### src/rtl/tcm_pkg.sv
// Shared types and constants for the triangle centroid Morton code block.
package tcm_pkg;

  localparam int COORD_W  = 32;          // signed Q16.16 coordinate
  localparam int INDEX_W  = 16;          // triangle index
  localparam int CODE_W   = 30;          // Morton code on the port
  localparam int SCALE_W  = 32;          // unsigned Q16.16 scale
  localparam int HALF_W   = 16;          // half of the scale word
  localparam int SUM_W    = 35;          // a + b + c - 3 * min, signed
  localparam int MAG_W    = 34;          // magnitude of a positive sum
  localparam int PROD_W   = MAG_W + HALF_W;      // one partial product
  localparam int TOT_W    = PROD_W + 1;          // partial products added
  localparam int VAL_W    = TOT_W - HALF_W;      // integer part of d * s / 2^32
  localparam int CFG_IDX_W = 3;

  // Configuration register indexes
  localparam logic [CFG_IDX_W-1:0] REG_MIN_X   = 3'd0;
  localparam logic [CFG_IDX_W-1:0] REG_MIN_Y   = 3'd1;
  localparam logic [CFG_IDX_W-1:0] REG_MIN_Z   = 3'd2;
  localparam logic [CFG_IDX_W-1:0] REG_SCALE_X = 3'd3;
  localparam logic [CFG_IDX_W-1:0] REG_SCALE_Y = 3'd4;
  localparam logic [CFG_IDX_W-1:0] REG_SCALE_Z = 3'd5;

  typedef logic signed [COORD_W-1:0] coord_t;
  typedef logic [SCALE_W-1:0]        scale_t;
  typedef logic [INDEX_W-1:0]        index_t;
  typedef logic [CODE_W-1:0]         code_t;
  typedef logic [CFG_IDX_W-1:0]      cfg_idx_t;

  // Stage load strobes handed from the top level to each axis unit
  typedef struct packed {
    logic ld_sum;   // load the offset-sum stage
    logic ld_prod;  // load the partial-product stage
  } pipe_ctrl_t;

endpackage

### src/rtl/tcm_axis.sv
// One axis: offset sum, scale multiply in two halves, floor and clamp.
module tcm_axis import tcm_pkg::*; #(
  parameter int AXIS_BITS = 10
) (
  input  logic                 clk,
  input  pipe_ctrl_t           ctrl,
  input  coord_t               a,
  input  coord_t               b,
  input  coord_t               c,
  input  coord_t               mn,
  input  scale_t               scale,
  output logic [AXIS_BITS-1:0] q
);

  logic signed [SUM_W-1:0] sum_nxt;
  logic                    pos_r, pos_nxt;
  logic [MAG_W-1:0]        mag_r;
  logic                    pos_p_r;
  logic [PROD_W-1:0]       hi_r, hi_nxt;
  logic [PROD_W-1:0]       lo_r, lo_nxt;
  logic [TOT_W-1:0]        tot;
  logic [VAL_W-1:0]        val;
  logic                    sat;

  // Three vertices less three times the minimum: exact in SUM_W bits
  always_comb begin
    sum_nxt = SUM_W'(a) + SUM_W'(b) + SUM_W'(c)
            - (SUM_W'(mn) <<< 1) - SUM_W'(mn);
    pos_nxt = !sum_nxt[SUM_W-1] && (|sum_nxt);
  end

  always_ff @(posedge clk) begin
    if (ctrl.ld_sum) begin
      pos_r <= pos_nxt;
      mag_r <= sum_nxt[MAG_W-1:0];
    end
  end

  // Split the scale into halves so each product stays narrow
  assign hi_nxt = PROD_W'(mag_r) * PROD_W'(scale[SCALE_W-1:HALF_W]);
  assign lo_nxt = PROD_W'(mag_r) * PROD_W'(scale[HALF_W-1:0]);

  always_ff @(posedge clk) begin
    if (ctrl.ld_prod) begin
      pos_p_r <= pos_r;
      hi_r    <= hi_nxt;
      lo_r    <= lo_nxt;
    end
  end

  // floor(d * s / 2^32), then saturate; a non-positive sum gives zero
  always_comb begin
    tot = TOT_W'(hi_r) + TOT_W'(lo_r >> HALF_W);
    val = tot[TOT_W-1:HALF_W];
    sat = |val[VAL_W-1:AXIS_BITS];
    if (!pos_p_r) begin
      q = '0;
    end else if (sat) begin
      q = '1;
    end else begin
      q = val[AXIS_BITS-1:0];
    end
  end

endmodule

### config.mk
export PLATFORM = sky130hd
export DESIGN_NAME = tcm_axis
export DESIGN_NICKNAME = d
export VERILOG_FILES = /design/src/rtl/tcm_pkg.sv /design/src/rtl/tcm_axis.sv
export SDC_FILE = /design/constraint.sdc
export NUM_CORES = 2
export LEC_CHECK = 0
export ABC_AREA = 1
export BUFFER_PORTS_ARGS = -buffer_cell sky130_fd_sc_hd__buf_2
export CAP_MARGIN = 40
export CORE_UTILIZATION = 50
export CTS_CLUSTER_SIZE = 30
export DETAILED_ROUTE_END_ITERATION = 10
export PLACE_DENSITY = 0.67
export SETUP_SLACK_MARGIN = 0.05
export SYNTH_ARGS = -nofsm -noshare
export SYNTH_HDL_FRONTEND = slang
export SYNTH_SLANG_ARGS = --single-unit
### constraint.sdc
create_clock -name clk -period 6.9 [get_ports clk]
set_input_delay 0.345 -clock clk [delete_from_list [all_inputs] [get_ports clk]]
set_output_delay 0.345 -clock clk [all_outputs]
set_load 0.01 [all_outputs]
==> flow_summary.yaml <==
detailed_routing:
  ant_nets: 0
  drt_iter0_drc: 3225
  routedWlPerCell_um: 18.8
  vias: 39100
  avgViaCountPerCell: 5.13
  drt_first_pass_iters: 6
  routed_wl_um: 143000
  drc: 0
final_layout:
  area_growth_pct: 7.99
  drive_above_1_share_pct: 6.16
  seq_area_um2: 3600
  nNetsFinal: 7815
  multi_input_area_um2: 35700
  fillers: 9030
global_route:
  grt_use_total_pct: 31.4
  grt_pass1_vias: 41600
  grt_pass1_wl_um: 227000
  antenna_found_initial: 5
  grt_max_degree: 64
  grt_overflow: 0
synth:
  yosysTopAreaCell: "fa_1"
  synth_area_leaders: "fa_1 42%, inv_1 15%, nand2_1 14%, ha_1 8.2%, edfxtp_1 7.7%"
  ys_async_sr_fraction_pct: 0
  syn_area_um2: 47100
  synth_top_flop_cell: "edfxtp_1"
  ys_seq_elements: 120
  synthDistinctLibCells: 44
  synth_edf_count: 120
  syn_inst: 6245
  synth_fp_nets: 7707
  synth.top_cell.area_share_pct: 42.1
  seq_area_frac_synth_pct: 7.65
  syn_area_per_cell_um2: 7.54
  yosysWarnings: 0
timing:
  setup_viol: 0
  fin_crit_ns: 6.61
  maxSlewViolCount: 0
  fin_setup_tns_ns: 0
  worst_pin_slew_ns: 0.880
  fmax_ghz: 0.151
  hold_viol: 0
  rsz0062_at_grt: "no"
  slew_headroom_pct: 41.4
  finalCritPeriodShare_pct: 95.8
  skew_ns: 0.0156
clocking:
  cts_hold_buf: 0
  clock_latency_ns: 0.48
  cts_resized: 0
  clkTransAtPathRegs_ns: 0.07
  clk_root_buffer_cell: "clkbuf_16"
  cts_buffer_depth: 2
  htree_levels: 4
  cts_buffers: 17
  cts_tree: "built"
  cts_num_sinks: 120
setup_path:
  worstPathArrival_ns: 6.82
  critPathKind: "reg -> reg"
  crit_required_ns: 7.11
  endpoint_kind: "flop"
  cp_max_fo: 14
  startpoint_type: "flop"
die:
  die_h_um: 309
  die_area_um2: 95400
  ios: 173
  num_rows: 112
  start_util_pct: 50.4
  die_x_um: 309
  core_um2: 93300
worst_hold_path:
  hold_class: "in -> reg"
placement:
  hpwlAfterDp_um: 119000
  place_congestion: 0.985
  port_buffers: 172
outcome:
  status: "complete, no violations"
run:
  drv_cap: 0
## flip-flops by register name, summed over array words and instances, names as in the netlist
name and cells:
hi_r 50, lo_r 34, mag_r 34, pos_p_r 1, pos_r 1
## metrics by stage
| stage | std cells | area [um2] | utilization [%] | setup slack (ns) | hold WS (ns) |
|---|---|---|---|---|---|
| floorplan | 6245 | 47100 | - | 1.02 | 0.400 |
| global placement | 7582 | 50100 | 53.7 | 0.302 | 0.729 |
| detailed placement | 7584 | 50200 | 53.8 | 0.283 | 0.737 |
| CTS | 7616 | 50800 | 54.4 | 0.341 | 0.228 |
| global route | 7621 | 50800 | 54.5 | 0.0771 | 0.238 |
| finish | 7621 | 50800 | 54.5 | 0.292 | 0.247 |
## routing by layer
| metal | GRT usage, % | wire length (um) | vias to the layer above |
|---|---|---|---|
| li1 | - | - | 18100 |
| met1 | 41.3 | 58700 | 19100 |
| met2 | 50.9 | 65300 | 1671 |
| met3 | 5.59 | 11900 | 262 |
| met4 | 13.8 | 7050 | 8 |
| met5 | 0 | 40 | - |
## final timing paths
path / start / to / slack (ns) / cells past startpoint
setup / recovery: mag_r[18]$_DFFE_PP_ / hi_r[42]$_DFFE_PP_ / 0.29 / 22
hold / removal: c[0] / mag_r[0]$_DFFE_PP_ / 0.25 / 2
setup reg to reg: mag_r[18]$_DFFE_PP_ / hi_r[42]$_DFFE_PP_ / 0.29 / 22
hold reg to reg: pos_r$_DFFE_PP_ / pos_p_r$_DFFE_PP_ / 0.82 / 0
## kinds of logic (layout without fill, tap and decap cells)
kind of cell | count (synthesis) | after routing | synth area share (%)
adders and majority gates | 1299 | 1299 | 50.3
buffers and inverters | 2075 | 2196 | 16.6
other | 0 | 1 | 0
AOI/OAI and AO/OA | 397 | 397 | 4.64
xor gates and xnor gates | 110 | 110 | 2.05
and+or+nand+nor | 2244 | 2244 | 18.8
DFF | 120 | 120 | 7.65
## cell usage in the layout, fill, tap and decap left out, drive strengths merged, types with 6 or more instances in the layout
master and count:
ha 309, nand2 1772, fa 990, nor3 27
nor2 280, xnor2 52, edfxtp 120, and3 6
a21o 11, inv 1851, a31oi 47, nand3b 8
xor2 58, nand4 24, nand3 108, nor4 12
o21a 13, a21oi 205, clkinv 7, o211ai 6
buf 319, clkbuf 17, o21ai 95
## synth_stat cells, types with 9 or more instances
cell      instances
a21o_1           11
nor3_1           24
fa_1            990
nor2_1          261
nand4_1          24
a31oi_1          47
o21ai_0          88
edfxtp_1        120
nor4_1           12
xor2_1           58
clkbuf_1        227
a21oi_1         205
xnor2_1          52
ha_1            309
inv_2             9
nand2_1        1770
o21a_1           13
inv_1          1833
nor2_2           16
nand3_1         105
## area by class of cell
class / instances / area share (%)
inverter: 1845 / 13.6
sequential: 120 / 7.09
antenna: 1 / 0.00492
multi-input combinational: 4050 / 70.2
clock inverter: 15 / 0.401
tap: 1254 / 3.09
clock buffer: 17 / 0.837
timing repair buffer: 319 / 4.77
## worst max-delay path: stages (launching register included)
cell,delay (ns)
edfxtp_1,0.61
buf_4,0.32
nand2_1,0.12
fa_1,0.57
inv_1,0.08
fa_1,0.49
fa_1,0.57
fa_1,0.46
fa_1,0.59
inv_1,0.08
fa_1,0.49
inv_1,0.05
ha_1,0.36
a21oi_1,0.16
inv_1,0.07
a31oi_1,0.14
inv_1,0.10
a21oi_1,0.17
nand2_1,0.08
a21oi_1,0.31
o21a_1,0.25
o21ai_0,0.14
xor2_1,0.17
## repair_timing
| item | 4_1_cts | 5_1_grt |
|---|---|---|
| hold endpoints to repair | 0 | 0 |
| setup buffers | 0 | 4 |
| setup endpoints to repair | 0 | 1 |
Power is left out: the tool's default activity adds up to more than one toggle a clock period on the data nets, which glitch-free logic cannot reach.
